File: config.mk
export PLATFORM = sky130hd
export DESIGN_NAME = quoted_string_unescaper_unit_flat
export DESIGN_NICKNAME = d
export VERILOG_FILES = /design/src/rtl/core/qsu_pkg.sv /design/src/rtl/core/qsu_if.sv /design/src/rtl/core/qsu_front.sv /design/src/rtl/core/qsu_back.sv /design/src/rtl/core/quoted_string_unescaper_unit.sv /design/src/flat_wrapper.sv
export SDC_FILE = /design/constraint.sdc
export NUM_CORES = 1
export LEC_CHECK = 0
export BUFFER_PORTS_ARGS = -buffer_cell sky130_fd_sc_hd__buf_2
export CORE_ASPECT_RATIO = 0.8
export CORE_MARGIN = 1
export CORE_UTILIZATION = 45
export CTS_BUF_LIST = sky130_fd_sc_hd__clkbuf_8
export CTS_CLUSTER_SIZE = 40
export DETAILED_ROUTE_END_ITERATION = 8
export HOLD_SLACK_MARGIN = 0.08
export PLACE_DENSITY = 0.65
export SYNTH_ARGS = -nofsm -noshare
export SYNTH_HDL_FRONTEND = slang
export SYNTH_HIERARCHICAL = 1
export SYNTH_SLANG_ARGS = --single-unit
File: constraint.sdc
create_clock -name clk -period 5.7 [get_ports clk]
set_input_delay 0.57 -clock clk [delete_from_list [all_inputs] [get_ports clk]]
set_output_delay 0.57 -clock clk [all_outputs]
set_load 0.02 [all_outputs]
File: src/rtl/core/qsu_pkg.sv
// ----------------------------------------------------------------------------
// qsu_pkg
// Shared types and constants of the quoted string unescaper.
// ----------------------------------------------------------------------------
`default_nettype none

package qsu_pkg;

    // Decoder phase
    typedef enum logic [2:0] {
        PH_OPEN,
        PH_BODY,
        PH_ESC,
        PH_OCT,
        PH_HEX
    } phase_t;

    // Final status codes
    localparam logic [2:0] ST_OK       = 3'd0;
    localparam logic [2:0] ST_NOTQUOTE = 3'd1;
    localparam logic [2:0] ST_UNKESC   = 3'd2;
    localparam logic [2:0] ST_OCTRANGE = 3'd3;
    localparam logic [2:0] ST_HEXNONE  = 3'd4;
    localparam logic [2:0] ST_HEXRANGE = 3'd5;

    // Character codes
    localparam logic [7:0] CH_BSLASH = 8'h5C;
    localparam logic [7:0] CH_DQUOTE = 8'h22;
    localparam logic [7:0] CH_SQUOTE = 8'h27;
    localparam logic [7:0] CH_N      = 8'h6E;
    localparam logic [7:0] CH_R      = 8'h72;
    localparam logic [7:0] CH_X      = 8'h78;
    localparam logic [7:0] CH_0      = 8'h30;
    localparam logic [7:0] CH_7      = 8'h37;
    localparam logic [7:0] CH_9      = 8'h39;
    localparam logic [7:0] CH_LA     = 8'h61;
    localparam logic [7:0] CH_LF     = 8'h66;
    localparam logic [7:0] CH_UA     = 8'h41;
    localparam logic [7:0] CH_UF     = 8'h46;
    localparam logic [7:0] CH_NL     = 8'h0A;
    localparam logic [7:0] CH_CR     = 8'h0D;

    // Queue sizes
    localparam int QUEUE_DEPTH = 4;
    localparam int QPTR_W      = $clog2(QUEUE_DEPTH);
    localparam int QCNT_W      = $clog2(QUEUE_DEPTH + 1);
    localparam int OBUF_DEPTH  = 4;
    localparam int OPTR_W      = $clog2(OBUF_DEPTH);
    localparam int OCNT_W      = $clog2(OBUF_DEPTH + 1);

    // Classified input item
    typedef struct packed {
        logic [7:0] data;
        logic       fin;
        logic       is_bslash;
        logic       is_oct;
        logic       is_hex;
        logic [3:0] hex_val;
    } cls_t;

    // Result item
    typedef struct packed {
        logic [7:0] data;
        logic [2:0] status;
        logic       is_end;
    } result_t;

endpackage

`default_nettype wire

File: src/rtl/core/qsu_if.sv
// ----------------------------------------------------------------------------
// qsu_if
// Valid/ready channel interfaces for input bytes and result items.
// ----------------------------------------------------------------------------
`default_nettype none

interface qsu_in_if;
    logic       valid;
    logic       ready;
    logic [7:0] in_byte;
    logic       final_byte;

    modport source (output valid, output in_byte, output final_byte, input ready);
    modport sink   (input valid, input in_byte, input final_byte, output ready);
endinterface

interface qsu_out_if;
    logic       valid;
    logic       ready;
    logic [7:0] out_byte;
    logic [2:0] status;
    logic       is_end;

    modport source (output valid, output out_byte, output status, output is_end,
                    input ready);
    modport sink   (input valid, input out_byte, input status, input is_end,
                    output ready);
endinterface

`default_nettype wire

File: src/rtl/core/qsu_front.sv
// ----------------------------------------------------------------------------
// qsu_front
// Accepts raw bytes, classifies them and holds them in a short queue.
// ----------------------------------------------------------------------------
`default_nettype none

module qsu_front
    import qsu_pkg::*;
(
    input  logic        clk,
    input  logic        rst_n,
    qsu_in_if.sink      in_ch,
    output logic        q_valid,
    output cls_t        q_item,
    input  logic        q_take
);

    cls_t              in_cls;
    cls_t              queue_reg [QUEUE_DEPTH];
    logic [QPTR_W-1:0] rd_ptr_reg, rd_ptr_next;
    logic [QPTR_W-1:0] wr_ptr_reg, wr_ptr_next;
    logic [QCNT_W-1:0] cnt_reg, cnt_next;
    logic              push;
    logic              pop;

    // Character classification
    always_comb
    begin
        in_cls.data      = in_ch.in_byte;
        in_cls.fin       = in_ch.final_byte;
        in_cls.is_bslash = (in_ch.in_byte == CH_BSLASH);
        in_cls.is_oct    = (in_ch.in_byte >= CH_0) && (in_ch.in_byte <= CH_7);
        in_cls.is_hex    = 1'b1;
        in_cls.hex_val   = in_ch.in_byte[3:0];
        if ((in_ch.in_byte >= CH_0) && (in_ch.in_byte <= CH_9))
        begin
            in_cls.hex_val = in_ch.in_byte[3:0];
        end
        else if (((in_ch.in_byte >= CH_LA) && (in_ch.in_byte <= CH_LF)) ||
                 ((in_ch.in_byte >= CH_UA) && (in_ch.in_byte <= CH_UF)))
        begin
            // low nibble of 'a'..'f' / 'A'..'F' is 1..6
            in_cls.hex_val = in_ch.in_byte[3:0] + 4'd9;
        end
        else
        begin
            in_cls.is_hex = 1'b0;
        end
    end

    // Queue control
    assign in_ch.ready = (cnt_reg != QCNT_W'(QUEUE_DEPTH));
    assign push        = in_ch.valid && in_ch.ready;
    assign pop         = q_take;
    assign q_valid     = (cnt_reg != '0);
    assign q_item      = queue_reg[rd_ptr_reg];

    always_comb
    begin
        wr_ptr_next = push ? wr_ptr_reg + 1'b1 : wr_ptr_reg;
        rd_ptr_next = pop ? rd_ptr_reg + 1'b1 : rd_ptr_reg;
        cnt_next    = cnt_reg + QCNT_W'(push) - QCNT_W'(pop);
    end

    always_ff @(posedge clk or negedge rst_n)
    begin
        if (!rst_n)
        begin
            wr_ptr_reg <= '0;
            rd_ptr_reg <= '0;
            cnt_reg    <= '0;
        end
        else
        begin
            wr_ptr_reg <= wr_ptr_next;
            rd_ptr_reg <= rd_ptr_next;
            cnt_reg    <= cnt_next;
        end
    end

    // Queue storage
    always_ff @(posedge clk)
    begin
        if (push)
        begin
            queue_reg[wr_ptr_reg] <= in_cls;
        end
    end

endmodule

`default_nettype wire

File: src/rtl/core/qsu_back.sv
// ----------------------------------------------------------------------------
// qsu_back
// Runs the unescape state machine on classified items and buffers results.
// ----------------------------------------------------------------------------
`default_nettype none

module qsu_back
    import qsu_pkg::*;
(
    input  logic        clk,
    input  logic        rst_n,
    input  logic        q_valid,
    input  cls_t        q_item,
    output logic        q_take,
    qsu_out_if.source   out_ch
);

    phase_t            phase_reg, phase_next;
    logic [7:0]        quote_reg, quote_next;
    logic [7:0]        esc_val_reg, esc_val_next;
    logic              esc_ovf_reg, esc_ovf_next;
    logic              hex_seen_reg, hex_seen_next;
    logic [2:0]        err_reg, err_next;

    result_t           res [2];
    logic [1:0]        nres;
    logic              do_body;
    logic              acc_en;
    logic              acc_hex;
    logic [11:0]       acc_sum;

    result_t           obuf_reg [OBUF_DEPTH];
    logic [OPTR_W-1:0] ord_ptr_reg, ord_ptr_next;
    logic [OPTR_W-1:0] owr_ptr_reg, owr_ptr_next;
    logic [OCNT_W-1:0] ocnt_reg, ocnt_next;
    logic              opop;

    // Take an item only when two result slots are free
    assign q_take = q_valid && (ocnt_reg <= OCNT_W'(OBUF_DEPTH - 2));

    // Numeric escape accumulator
    always_comb
    begin
        if (acc_hex)
        begin
            acc_sum = {esc_val_reg, 4'b0000} + {8'd0, q_item.hex_val};
        end
        else
        begin
            acc_sum = {1'b0, esc_val_reg, 3'b000} + {9'd0, q_item.data[2:0]};
        end
    end

    // Decode one item into up to two results and the next state
    always_comb
    begin
        phase_next    = phase_reg;
        quote_next    = quote_reg;
        esc_val_next  = esc_val_reg;
        esc_ovf_next  = esc_ovf_reg;
        hex_seen_next = hex_seen_reg;
        err_next      = err_reg;
        res[0]        = '0;
        res[1]        = '0;
        nres          = 2'd0;
        do_body       = 1'b0;
        acc_en        = 1'b0;
        acc_hex       = 1'b0;

        if (phase_reg == PH_OPEN)
        begin
            if (q_item.fin)
            begin
                res[0] = '{data: 8'd0, status: ST_NOTQUOTE, is_end: 1'b1};
                nres   = 2'd1;
            end
            else
            begin
                quote_next = q_item.data;
                phase_next = PH_BODY;
                if ((q_item.data != CH_DQUOTE) && (q_item.data != CH_SQUOTE))
                begin
                    err_next = ST_NOTQUOTE;
                end
            end
        end
        else if (err_reg != ST_OK)
        begin
            phase_next = PH_BODY;
            do_body    = 1'b1;
        end
        else
        begin
            case (phase_reg)
                PH_ESC:
                begin
                    phase_next = PH_BODY;
                    if (q_item.fin)
                    begin
                        err_next = ST_UNKESC;
                        do_body  = 1'b1;
                    end
                    else if (q_item.data == CH_N)
                    begin
                        res[0] = '{data: CH_NL, status: ST_OK, is_end: 1'b0};
                        nres   = 2'd1;
                    end
                    else if (q_item.data == CH_R)
                    begin
                        res[0] = '{data: CH_CR, status: ST_OK, is_end: 1'b0};
                        nres   = 2'd1;
                    end
                    else if (q_item.is_bslash || (q_item.data == CH_DQUOTE) ||
                             (q_item.data == CH_SQUOTE))
                    begin
                        res[0] = '{data: q_item.data, status: ST_OK, is_end: 1'b0};
                        nres   = 2'd1;
                    end
                    else if (q_item.is_oct)
                    begin
                        esc_val_next = {5'd0, q_item.data[2:0]};
                        esc_ovf_next = 1'b0;
                        phase_next   = PH_OCT;
                    end
                    else if (q_item.data == CH_X)
                    begin
                        esc_val_next  = 8'd0;
                        esc_ovf_next  = 1'b0;
                        hex_seen_next = 1'b0;
                        phase_next    = PH_HEX;
                    end
                    else
                    begin
                        err_next = ST_UNKESC;
                    end
                end
                PH_OCT:
                begin
                    if (!q_item.fin && q_item.is_oct)
                    begin
                        acc_en = 1'b1;
                    end
                    else
                    begin
                        phase_next = PH_BODY;
                        if (esc_ovf_reg)
                        begin
                            err_next = ST_OCTRANGE;
                        end
                        else
                        begin
                            res[0] = '{data: esc_val_reg, status: ST_OK, is_end: 1'b0};
                            nres   = 2'd1;
                        end
                        esc_val_next = 8'd0;
                        esc_ovf_next = 1'b0;
                        do_body      = 1'b1;
                    end
                end
                PH_HEX:
                begin
                    acc_hex = 1'b1;
                    if (!q_item.fin && q_item.is_hex)
                    begin
                        acc_en        = 1'b1;
                        hex_seen_next = 1'b1;
                    end
                    else
                    begin
                        phase_next = PH_BODY;
                        if (!hex_seen_reg)
                        begin
                            err_next = ST_HEXNONE;
                        end
                        else if (esc_ovf_reg)
                        begin
                            err_next = ST_HEXRANGE;
                        end
                        else
                        begin
                            res[0] = '{data: esc_val_reg, status: ST_OK, is_end: 1'b0};
                            nres   = 2'd1;
                        end
                        esc_val_next  = 8'd0;
                        esc_ovf_next  = 1'b0;
                        hex_seen_next = 1'b0;
                        do_body       = 1'b1;
                    end
                end
                default:
                begin
                    phase_next = PH_BODY;
                    do_body    = 1'b1;
                end
            endcase
        end

        // Saturating accumulate
        if (acc_en)
        begin
            if (acc_sum > 12'd255)
            begin
                esc_val_next = 8'hFF;
                esc_ovf_next = 1'b1;
            end
            else
            begin
                esc_val_next = acc_sum[7:0];
            end
        end

        // Ordinary body byte, after any escape has been closed
        if (do_body)
        begin
            if (q_item.fin)
            begin
                res[nres[0]] = '{data: 8'd0,
                                 status: (q_item.data != quote_reg) ? ST_NOTQUOTE
                                                                    : err_next,
                                 is_end: 1'b1};
                nres = nres + 2'd1;
            end
            else if (err_next == ST_OK)
            begin
                if (q_item.is_bslash)
                begin
                    phase_next = PH_ESC;
                end
                else
                begin
                    res[nres[0]] = '{data: q_item.data, status: ST_OK, is_end: 1'b0};
                    nres = nres + 2'd1;
                end
            end
        end

        // End of literal clears the literal state
        if (q_item.fin)
        begin
            phase_next    = PH_OPEN;
            quote_next    = 8'd0;
            esc_val_next  = 8'd0;
            esc_ovf_next  = 1'b0;
            hex_seen_next = 1'b0;
            err_next      = ST_OK;
        end
    end

    // Decoder state
    always_ff @(posedge clk or negedge rst_n)
    begin
        if (!rst_n)
        begin
            phase_reg    <= PH_OPEN;
            quote_reg    <= 8'd0;
            esc_val_reg  <= 8'd0;
            esc_ovf_reg  <= 1'b0;
            hex_seen_reg <= 1'b0;
            err_reg      <= ST_OK;
        end
        else if (q_take)
        begin
            phase_reg    <= phase_next;
            quote_reg    <= quote_next;
            esc_val_reg  <= esc_val_next;
            esc_ovf_reg  <= esc_ovf_next;
            hex_seen_reg <= hex_seen_next;
            err_reg      <= err_next;
        end
    end

    // Output buffer control
    assign opop            = out_ch.valid && out_ch.ready;
    assign out_ch.valid    = (ocnt_reg != '0);
    assign out_ch.out_byte = obuf_reg[ord_ptr_reg].data;
    assign out_ch.status   = obuf_reg[ord_ptr_reg].status;
    assign out_ch.is_end   = obuf_reg[ord_ptr_reg].is_end;

    always_comb
    begin
        owr_ptr_next = q_take ? owr_ptr_reg + OPTR_W'(nres) : owr_ptr_reg;
        ord_ptr_next = opop ? ord_ptr_reg + 1'b1 : ord_ptr_reg;
        ocnt_next    = ocnt_reg + (q_take ? OCNT_W'(nres) : '0) - OCNT_W'(opop);
    end

    always_ff @(posedge clk or negedge rst_n)
    begin
        if (!rst_n)
        begin
            owr_ptr_reg <= '0;
            ord_ptr_reg <= '0;
            ocnt_reg    <= '0;
        end
        else
        begin
            owr_ptr_reg <= owr_ptr_next;
            ord_ptr_reg <= ord_ptr_next;
            ocnt_reg    <= ocnt_next;
        end
    end

    // Output buffer storage, up to two writes per cycle
    always_ff @(posedge clk)
    begin
        if (q_take && (nres != 2'd0))
        begin
            obuf_reg[owr_ptr_reg] <= res[0];
        end
        if (q_take && (nres == 2'd2))
        begin
            obuf_reg[owr_ptr_reg + 1'b1] <= res[1];
        end
    end

endmodule

`default_nettype wire

File: src/rtl/core/quoted_string_unescaper_unit.sv
// ----------------------------------------------------------------------------
// quoted_string_unescaper_unit
// Decodes a quoted C-style literal byte by byte into bytes and a status.
// ----------------------------------------------------------------------------
//  Channel  Dir  Payload                      Accept
//  in_ch    in   in_byte[8], final_byte[1]    valid & ready
//  out_ch   out  out_byte[8], status[3],      valid & ready
//                is_end[1]
//
//  One input item per cycle sustained unless the output buffer holds the
//  decoder; each item yields zero, one or two results, and the output side
//  drains one result per cycle while out_ch.ready is high. An accepted item
//  lands in the input queue, and when the decoder takes it, its results are
//  written into the output buffer. A four-entry input queue and a four-entry
//  output buffer decouple the two sides; the decoder takes an item only when
//  two output slots are free. rst_n clears all control state asynchronously.
// ----------------------------------------------------------------------------
`default_nettype none

module quoted_string_unescaper_unit
    import qsu_pkg::*;
(
    input  logic        clk,
    input  logic        rst_n,
    qsu_in_if.sink      in_ch,
    qsu_out_if.source   out_ch
);

    logic q_valid;
    cls_t q_item;
    logic q_take;

    // Front: accept and classify
    qsu_front u_front (
        .clk     (clk),
        .rst_n   (rst_n),
        .in_ch   (in_ch),
        .q_valid (q_valid),
        .q_item  (q_item),
        .q_take  (q_take)
    );

    // Back: decode and buffer results
    qsu_back u_back (
        .clk     (clk),
        .rst_n   (rst_n),
        .q_valid (q_valid),
        .q_item  (q_item),
        .q_take  (q_take),
        .out_ch  (out_ch)
    );

endmodule

`default_nettype wire
File: src/flat_wrapper.sv
// flat-port wrapper written by rule: the top's interface ports become plain ports
module quoted_string_unescaper_unit_flat import qsu_pkg::*;
  (clk, rst_n, in_ch_valid, in_ch_in_byte, in_ch_final_byte, in_ch_ready, out_ch_valid, out_ch_out_byte, out_ch_status, out_ch_is_end, out_ch_ready);
  qsu_in_if in_ch_i ();
  qsu_out_if out_ch_i ();
  input  logic clk;
  input  logic rst_n;
  input wire logic [$bits(in_ch_i.valid)-1:0] in_ch_valid;
  input wire logic [$bits(in_ch_i.in_byte)-1:0] in_ch_in_byte;
  input wire logic [$bits(in_ch_i.final_byte)-1:0] in_ch_final_byte;
  output wire logic [$bits(in_ch_i.ready)-1:0] in_ch_ready;
  output wire logic [$bits(out_ch_i.valid)-1:0] out_ch_valid;
  output wire logic [$bits(out_ch_i.out_byte)-1:0] out_ch_out_byte;
  output wire logic [$bits(out_ch_i.status)-1:0] out_ch_status;
  output wire logic [$bits(out_ch_i.is_end)-1:0] out_ch_is_end;
  input wire logic [$bits(out_ch_i.ready)-1:0] out_ch_ready;
  assign in_ch_i.valid = in_ch_valid;
  assign in_ch_i.in_byte = in_ch_in_byte;
  assign in_ch_i.final_byte = in_ch_final_byte;
  assign in_ch_ready = in_ch_i.ready;
  assign out_ch_valid = out_ch_i.valid;
  assign out_ch_out_byte = out_ch_i.out_byte;
  assign out_ch_status = out_ch_i.status;
  assign out_ch_is_end = out_ch_i.is_end;
  assign out_ch_i.ready = out_ch_ready;
  quoted_string_unescaper_unit u_core (.clk(clk), .rst_n(rst_n), .in_ch(in_ch_i), .out_ch(out_ch_i));
endmodule
==> results of run 1 <==
[layer usage]
layer  global-route usage, %  wire length, um  up-vias
met3                    3.86              967       24
met2                    31.8             8030      191
met4                    6.96              215        0
li1                        -                -     2354
met5                       0                0        -
met1                    29.3             7800     2574
[synth_stat cells (4+ instances only)]
library cell / n / area (sq um)
buf_2: 5 / 25.0
nor2b_1: 7 / 43.8
ha_1: 14 / 175
mux2i_1: 4 / 40.0
clkbuf_1: 16 / 60.1
xor2_1: 5 / 43.8
nor3_1: 16 / 80.1
inv_1: 14 / 52.6
o31ai_1: 5 / 37.5
mux2_2: 9 / 101
o21ai_0: 38 / 190
o21ai_1: 4 / 20.0
a22oi_1: 5 / 37.5
buf_6: 5 / 56.3
and2_1: 7 / 43.8
dfrtp_1: 38 / 951
nand3_1: 20 / 100
nor2_1: 31 / 116
nand2b_1: 8 / 50.1
edfxtp_1: 112 / 3360
and3_1: 5 / 31.3
mux4_2: 28 / 631
xnor2_1: 16 / 140
nand2_1: 47 / 176
or3_1: 7 / 43.8
a21oi_1: 55 / 275
a31oi_1: 5 / 31.3
nand4_1: 4 / 25.0
[cells by family after synthesis]
group	Yosys count
AO/OA/AOI/OAI	144
XOR/XNOR	21
adder cells (fa/ha/maj)	16
buffers and inverters	50
flip-flops	150
multiplexers	41
AND/OR/NAND/NOR	180
[power groups by stage]
stage | sequential [mW] | clock [mW] | combinational, mW
floorplan | 1.58 | 0 | 1.46
global placement | 1.69 | 0 | 1.78
detailed placement | 1.70 | 0 | 1.84
CTS | 1.68 | 0.803 | 1.84
global route | 1.71 | 0.850 | 2.01
finish | 1.67 | 0.787 | 1.84
[how the worst max path moves through the flow]
| stage | from | to | slack (ps) | cells past startpoint |
|---|---|---|---|---|
| 3_5_place_dp | u_core/u_front/rd_ptr_reg[0] | u_core/u_back/ocnt_reg[2] | 830 | 19 |
| 5_1_grt | u_core/u_front/rd_ptr_reg[0] | u_core/u_back/obuf_reg[0][1] | 430 | 13 |
| 6_report | u_core/u_front/rd_ptr_reg[0] | u_core/u_back/ocnt_reg[2] | 770 | 19 |
| 3_3_place_gp | u_core/u_front/rd_ptr_reg[0] | u_core/u_back/ocnt_reg[2] | 1000 | 19 |
| 2_1_floorplan | u_core/u_front/rd_ptr_reg[0] | u_core/u_back/obuf_reg[1][0] | 1010 | 15 |
| 4_1_cts | u_core/u_front/rd_ptr_reg[0] | u_core/u_back/ocnt_reg[2] | 800 | 19 |
[final cells by class]
class | instances | area (sq um)
clock buffers | 19 | 262
clock inverters | 13 | 123
fillers | 1451 | 8250
inverters | 16 | 60.1
multi-input cells | 402 | 3090
flip-flops and latches | 150 | 4310
well taps | 220 | 275
repair buffers | 40 | 235
[stage by stage]
step / util [%] / cells
global placement: 48.0 / 828
detailed placement: 48.0 / 828
CTS: 50.3 / 860
floorplan: - / 602
global route: 50.3 / 860
finish: 50.3 / 860
[critical path, delay by kind of cell (launching register included)]
kind / cells / cell delay, ps
XOR/XNOR: 2 / 290
flip-flops: 1 / 390
adder cells (fa/ha/maj): 4 / 1010
buffers and inverters: 3 / 350
multiplexers: 1 / 690
AO/OA/AOI/OAI: 2 / 760
AND/OR/NAND/NOR: 7 / 1310
==> results.toml, run 1 <==
[outcome]
status = "finished clean"

[layout]
areaGrowthSynthToFinish_pct = 9.17
layout-drive-gt1-share_pct = 20.5
final_nets = 656
mostFrequentLayoutCells = "edfxtp_1, a21oi_1, nand2_1"
final_cell_area_sq_um = 8350
largest_reg_flops = 64
diodes = 0
layout_commonest_cell = "edfxtp_1"

[worst_setup_path]
path_cells = "buf_4 -> mux4_2 -> nor4bb_1 -> nand2b_1 -> a31oi_1 -> a32oi_1 -> nand2_1 -> ha_1 -> nand2_1 -> nor3_1 -> or2_2 -> nand2_1 -> ha_1 -> inv_1 -> ha_1 -> inv_1 -> fa_1 -> xor2_1 -> xnor2_1"
required_ps = 6040
ff2ff_setup_slack_ps = 770
critical_path.startpoint_type = "flop"
crit_type = "flop to flop"
arrival_ps = 5260
critPathMaxStageDelay_ps = 690
critPathSlowestCell = "mux4_2"
rr_worst_depth = 19
worstSetupEndpointType = "flop"
worstReg2RegEnd = "u_core/u_back/ocnt_reg[2]"
cp_max_fo = 13
reg2reg_from = "u_core/u_front/rd_ptr_reg[0]"

[synthesis]
synth_fa_ha_area_share_pct = 2.81
ys_seq_area_share_pct = 56.4
syn_avg_cell_area_sq_um = 12.7
synth_ff_type = "edfxtp_1"
synth_compound_area_share_pct = 12.1
ys_ff_latch = 150
synth_edf_count = 112
synth_top_family_by_area = "simple AND/OR/NAND/NOR gates"
synth.area.mux_share_pct = 10.1
yosysWarningCount = 6
synth_simple_gate_area_share_pct = 12.7
netlist_area_sq_um = 7650
syn_nets = 631
netlist_instances = 602
synthXorXnorAreaFrac_pct = 2.40
synth_cell_type_count = 75
async_flop_share_pct = 25.3

[pwr]
ir_drop_mv = 0.306
p_total_mw = 4.30
p_clk_share_pct = 18.3
intPower_mw = 2.56
power_per_cell_area_nw_per_um2 = 515
leakage_nw = 2.96
combPwrFrac_pct = 42.8
seq_power_share_pct = 38.9
p_switching_mw = 1.74
p_sw_share_pct = 40.5

[clock_tree]
cts_setup_buffers = 0
cts-root-buf = "clkbuf_8"
insertion_delay_ps = 450
numCtsBuffers = 17
cts.sinks = 150
cts.clk_slew.worst_paths_ps = 90
clock_path_buffers = 2
cts_hold_buf = 0
cts_max_level = 4
cts_resized = 0
cts_tree = "yes"

[floorplanning]
placementRows = 42
initial_utilization_pct = 46.1
die-area_sq_um = 17500
pin_count = 27
die_x_um = 148
core_area_sq_um = 16600
die_h_um = 119

[sta]
slew_headroom_pct = 29.3
timing.fmax_ghz = 0.203
finalSetupViolations = 0
skew_ps = 10.0
tightest_slew_ps = 1050
rsz0062_at_grt = "false"
setup-tns-final_ps = 0
whs_ps = 262
fin_ws_ps = 773
period_needed_ps = 4930
finalCritPeriodShare_pct = 86.4
finalMaxSlewViolations = 0
hold_viol = 0

[routing]
num_vias = 5143
vias_per_cell = 5.98
drc = 0
finalWirelength_mm = 17.0
drtAntennaViolNets = 0
first_pass_iters = 8
dr.first_iter.drc_count = 563
wl_per_cell_um = 19.8

[place]
place_area_sq_um = 7970
dp_hpwl_mm = 11.6
gp_congestion = 0.856
portBuffers = 26
pre_cts_ws_ps = 828

[global_route]
grt_max_degree = 39
grt_usage_pct = 20.6
grt_pass1_wl_mm = 27.3
first_global_vias = 5048
overflow = 0
grt_antenna_before_repair = 0

[hold_path]
min_path_type = "input port to async pin"

[run]
cap_violations = 0
No activity file was read; power rests on OpenSTA's default activity.
==> run 2: changes to the inputs <==
Settings changed: ABC_AREA set to 1, ABC_CLOCK_PERIOD_IN_PS set to 5700, RECOVER_POWER set to 50.
==> run 2 against run 1 <==
Effect of this change: the run now ends with design-rule violations, max-capacitance violations, max-slew violations left; sequential power shrank 2%; utilization is essentially flat; via count grew 29%; clock skew grew 2.3 ps.
==> results.toml, run 2 <==
[layout]
final_nets = 963
layout_commonest_cell = "nand2_1"
areaGrowthSynthToFinish_pct = 8.18
diodes = 0
largest_reg_flops = 64
nFillCells = 1638
regArea_sq_um = 4310
layout-drive-gt1-share_pct = 10.1
multi_input_area_sq_um = 3320
mostFrequentLayoutCells = "nand2_1, nor2_1, edfxtp_1"
final_cell_area_sq_um = 8790

[global_route]
grt_antenna_before_repair = 0
grt_pass1_wl_mm = 31.9
first_global_vias = 5643
grt_usage_pct = 23.0
overflow = 0
grt_max_degree = 45

[worst_setup_path]
critical_path.startpoint_type = "flop"
cp_max_fo = 18
worstSetupEndpointType = "flop"
cp-startpoint = "u_core/u_front/rd_ptr_reg[1]"
reg2reg_from = "u_core/u_front/rd_ptr_reg[1]"
required_ps = 6090
crit_type = "flop to flop"
arrival_ps = 5440

[place]
gp_congestion = 0.940
dp_hpwl_mm = 14.6
pre_cts_ws_ps = 729
place_area_sq_um = 8450
portBuffers = 26

[clock_tree]
cts_hold_buf = 0
cts_tree = "yes"
cts-root-buf = "clkbuf_8"
cts_setup_buffers = 0
cts.clk_slew.worst_paths_ps = 90
clock_path_buffers = 2
cts_max_level = 4
cts_resized = 0
cts.sinks = 150
insertion_delay_ps = 470
numCtsBuffers = 17

[pwr]
ir_drop_mv = 0.375
power_per_cell_area_nw_per_um2 = 548
leakage_nw = 3.55
p_total_mw = 4.82

[synthesis]
ys_seq_area_share_pct = 53.1
async_flop_share_pct = 25.3
yosysMostFrequentCell = "nand2_1"
netlist_area_sq_um = 8120
yosysWarningCount = 6
syn_avg_cell_area_sq_um = 8.93
ys_ff_latch = 150
synthTopCellsByArea = "edfxtp_1, dfrtp_1, nand2_1"
synth_cell_type_count = 46
synth_ff_type = "edfxtp_1"
synth_edf_count = 112
yosys.area.top_type = "edfxtp_1"
synth.cells.most_frequent = "nand2_1, nor2_1, edfxtp_1"
netlist_instances = 910
syn_nets = 939
synth.top_cell.area_share_pct = 41.4

[routing]
vias_per_cell = 5.65
num_vias = 6622
dr.first_iter.drc_count = 875
wl_per_cell_um = 17.5
drtAntennaViolNets = 0
drc = 2
first_pass_iters = 8
finalWirelength_mm = 20.6

[sta]
skew_ps = 12.3
setup-tns-final_ps = 0
hold_viol = 0
finalSetupViolations = 0
timing.fmax_ghz = 0.198
whs_ps = 398
finalCritPeriodShare_pct = 88.6
finalMaxSlewViolations = 39
fin_ws_ps = 649
rsz0062_at_grt = "false"
slew_headroom_pct = -51.5
period_needed_ps = 5050
tightest_slew_ps = 2270

[floorplanning]
die-area_sq_um = 18600
placementRows = 43
initial_utilization_pct = 46.5
core_area_sq_um = 17500
die_h_um = 122
pin_count = 27
die_x_um = 152

[outcome]
violations = "design-rule violations, max-capacitance violations, max-slew violations"
status = "finished, violations left"

[hold_path]
min_path_type = "input port to flop"
hp-start = "in_ch_final_byte"

[run]
cap_violations = 1
run 2: worst paths after layout:
kind / endpoint / slack (ps) / cells after the start
setup reg to reg: u_core/u_back/ocnt_reg[2] / 650 / 22
hold / removal: u_core/u_front/queue_reg[0][7] / 400 / 1
hold reg to reg: u_core/u_back/ocnt_reg[2] / 480 / 1
setup / recovery: u_core/u_back/ocnt_reg[2] / 650 / 22
max in group asynchronous: u_core/u_back/ord_ptr_reg[0] / 3630 / 1
min in group asynchronous: u_core/u_back/quote_reg[5] / 780 / 1
run 2: kinds of logic (layout without fill, tap and decap cells):
kind of cell | count (synthesis) | in the layout | synth area share, %
and+or+nand+nor | 456 | 456 | 25.4
AOI/OAI and AO/OA | 162 | 162 | 11.3
DFF | 150 | 150 | 53.1
buffers and inverters | 110 | 147 | 5.79
adders and majority gates | 16 | 16 | 2.65
xor gates and xnor gates | 16 | 16 | 1.72
run 2: area by class of cell:
type / count / share of cell area, %
clock inverter: 15 / 1.65
inverter: 75 / 3.20
timing repair buffer: 40 / 2.36
clock buffer: 17 / 2.66
multi-input combinational: 650 / 37.8
sequential: 150 / 49.1
tap: 225 / 3.20
run 2: layer usage:
layer,GRT usage [%],wire [um],share of wire [%],up-vias
met5,0,0,0,-
met4,5.29,180,0.88,0
met3,5.30,2030,9.9,19
met2,30.4,8110,39,348
met1,36.9,10200,50,3070
li1,-,-,-,3185
run 2: stage by stage:
stage | util (%) | instances
finish | 50.3 | 1172
detailed placement | 48.3 | 1140
global route | 50.3 | 1172
floorplan | - | 910
global placement | 48.3 | 1140
CTS | 50.5 | 1172
run 2: critical path: stages, from the launching register on:
cell,delay (ps)
dfrtp_1,580
inv_1,430
o21ai_0,160
o22ai_1,410
inv_2,150
nand2_1,90
nand3_1,130
nor2_2,140
nor2_2,90
nand2_2,120
nand2_1,80
nand2_2,100
nand2_2,90
nand2_1,150
ha_1,160
nor3b_2,170
nand4_2,170
a21oi_4,570
inv_1,100
ha_1,320
fa_1,430
xnor2_1,180
xor2_1,160
run 2: power breakdown:
part / leakage, nW / internal (mW) / switching (mW) / total, mW
combinational: 1.82 / 0.641 / 1.75 / 2.39
sequential: 1.54 / 1.47 / 0.152 / 1.63
clock: 0.189 / 0.356 / 0.449 / 0.805
total: 3.55 / 2.47 / 2.35 / 4.82
==> run 3: changes to the inputs <==
Settings changed: ABC_AREA 1 to unset, CELL_PAD_IN_SITES_DETAIL_PLACEMENT set to 2, CELL_PAD_IN_SITES_GLOBAL_PLACEMENT set to 2, CORE_MARGIN 1 to 2, PLACE_DENSITY 0.65 to 0.85.
==> run 3 against run 2 <==
Effect of this change: the flow finishes with violations (max-capacitance violations, max-slew violations); combinational power fell by 17%; worst hold slack improved by 6.1 ps; first-iteration DRC count is 35% lower; critical path depth down 10; sequential power is 6% higher; largest cell class unchanged.
==> results.toml, run 3 (synthesis gave the netlist of run 1 again) <==
[layout]
largest_reg_flops = 64
final_nets = 656
multi_input_area_sq_um = 3080
diodes = 0
regArea_sq_um = 4320
mostFrequentLayoutCells = "edfxtp_1, a21oi_1, nand2_1"
layout_commonest_cell = "edfxtp_1"
nFillCells = 1644
layout-drive-gt1-share_pct = 18.6
areaGrowthSynthToFinish_pct = 9.71
fin_util_pct = 50.6

[outcome]
violations = "max-capacitance violations, max-slew violations"
status = "finished, violations left"

[worst_setup_path]
required_ps = 5870
critPathBufInv = 1
crit_type = "flop to flop"
worstSetupEndpointType = "flop"
critical_path.startpoint_type = "flop"
path_cells = "mux4_2 -> nor4bb_1 -> nand2b_1 -> a31oi_1 -> a32oi_1 -> nand2_1 -> ha_1 -> nor4_4 -> and3_4 -> o2111ai_2 -> o31ai_2 -> buf_4"
critPathTopFamily = "compound AO/OA/AOI/OAI gates"
cp_max_fo = 17
arrival_ps = 5540
critPathSlowestCell = "mux4_2"
critPathMaxStageDelay_ps = 740

[routing]
dr.first_iter.drc_count = 572
drc = 0
vias_per_cell = 6.39
num_vias = 5498
first_pass_iters = 5
drtAntennaViolNets = 0
finalWirelength_mm = 24.2
wl_per_cell_um = 28.1

[place]
gp_congestion = 0.806
dp_hpwl_mm = 16.5
portBuffers = 26

[floorplanning]
pin_count = 27
placementRows = 42
die_h_um = 121
die_x_um = 150
core_area_sq_um = 16600
initial_utilization_pct = 46.1
die-area_sq_um = 18100

[sta]
finalMaxSlewViolations = 39
timing.fmax_ghz = 0.186
finalCritPeriodShare_pct = 94.2
rsz0062_at_grt = "false"
setup-tns-final_ps = 0
period_needed_ps = 5370
whs_ps = 404
finalSetupViolations = 0
hold_viol = 0
slew_headroom_pct = -50.4
tightest_slew_ps = 2260
skew_ps = 18.3

[clock_tree]
cts_hold_buf = 0
cts.clk_slew.worst_paths_ps = 90
clock_path_buffers = 2
cts_setup_buffers = 0
numCtsBuffers = 17
insertion_delay_ps = 480
cts.sinks = 150
cts-root-buf = "clkbuf_8"
cts_max_level = 4
cts_tree = "yes"

[global_route]
grt_usage_pct = 28.6
first_global_vias = 6134
grt_pass1_wl_mm = 37.8
grt_max_degree = 39
grt_antenna_before_repair = 0
overflow = 0

[hold_path]
min_path_type = "input port to flop"

[pwr]
ir_drop_mv = 0.298
p_total_mw = 4.66
leakage_nw = 2.96
power_per_cell_area_nw_per_um2 = 556

[run]
cap_violations = 1
==> run 3: path summary, 6_finish.rpt <==
check	to	from	slack [ps]	depth (start not counted)
min in group asynchronous	u_core/u_back/quote_reg[6]	rst_n	750	1
setup / recovery	u_core/u_back/obuf_reg[0][3]	u_core/u_front/rd_ptr_reg[0]	330	12
hold / removal	u_core/u_front/queue_reg[3][7]	in_ch_final_byte	400	1
setup reg to reg	u_core/u_back/obuf_reg[0][3]	u_core/u_front/rd_ptr_reg[0]	330	12
max in group asynchronous	u_core/u_front/rd_ptr_reg[0]	rst_n	3490	1
hold reg to reg	u_core/u_back/ocnt_reg[2]	u_core/u_back/ocnt_reg[2]	480	1
==> run 3: final cells by class <==
class / instances / area share, %
clock buffers: 18 / 2.95
clock inverters: 14 / 2.37
repair buffers: 40 / 2.59
well taps: 220 / 3.28
multi-input cells: 402 / 36.7
flip-flops and latches: 150 / 51.4
inverters: 16 / 0.715
==> run 3: per-layer routing <==
layer  part of all wire [%]  track usage, %
met4                    2.2            10.0
met3                    7.6            7.47
met5                      0               0
met2                     49            45.7
met1                     41            38.0
==> run 3: timing repair <==
action	in CTS	in global routing
gates resized for setup	0	1
endpoints found under the setup margin	0	62
endpoints found under the hold margin	0	0
==> run 3: report_power, final <==
| group | switching [mW] | internal (mW) | total, mW | leakage [nW] |
|---|---|---|---|---|
| Sequential | 0.245 | 1.48 | 1.73 | 1.52 |
| Combinational | 1.30 | 0.698 | 1.99 | 1.21 |
| Clock | 0.447 | 0.493 | 0.939 | 0.224 |
==> run 3: stage by stage <==
stage / area (sq um) / setup WS [ps] / std cells
floorplan: 7650 / 1010 / 602
finish: 8400 / 329 / 860
CTS: 8420 / 208 / 860
global placement: 7970 / 823 / 828
global route: 8400 / 84.4 / 860
detailed placement: 7970 / 355 / 828
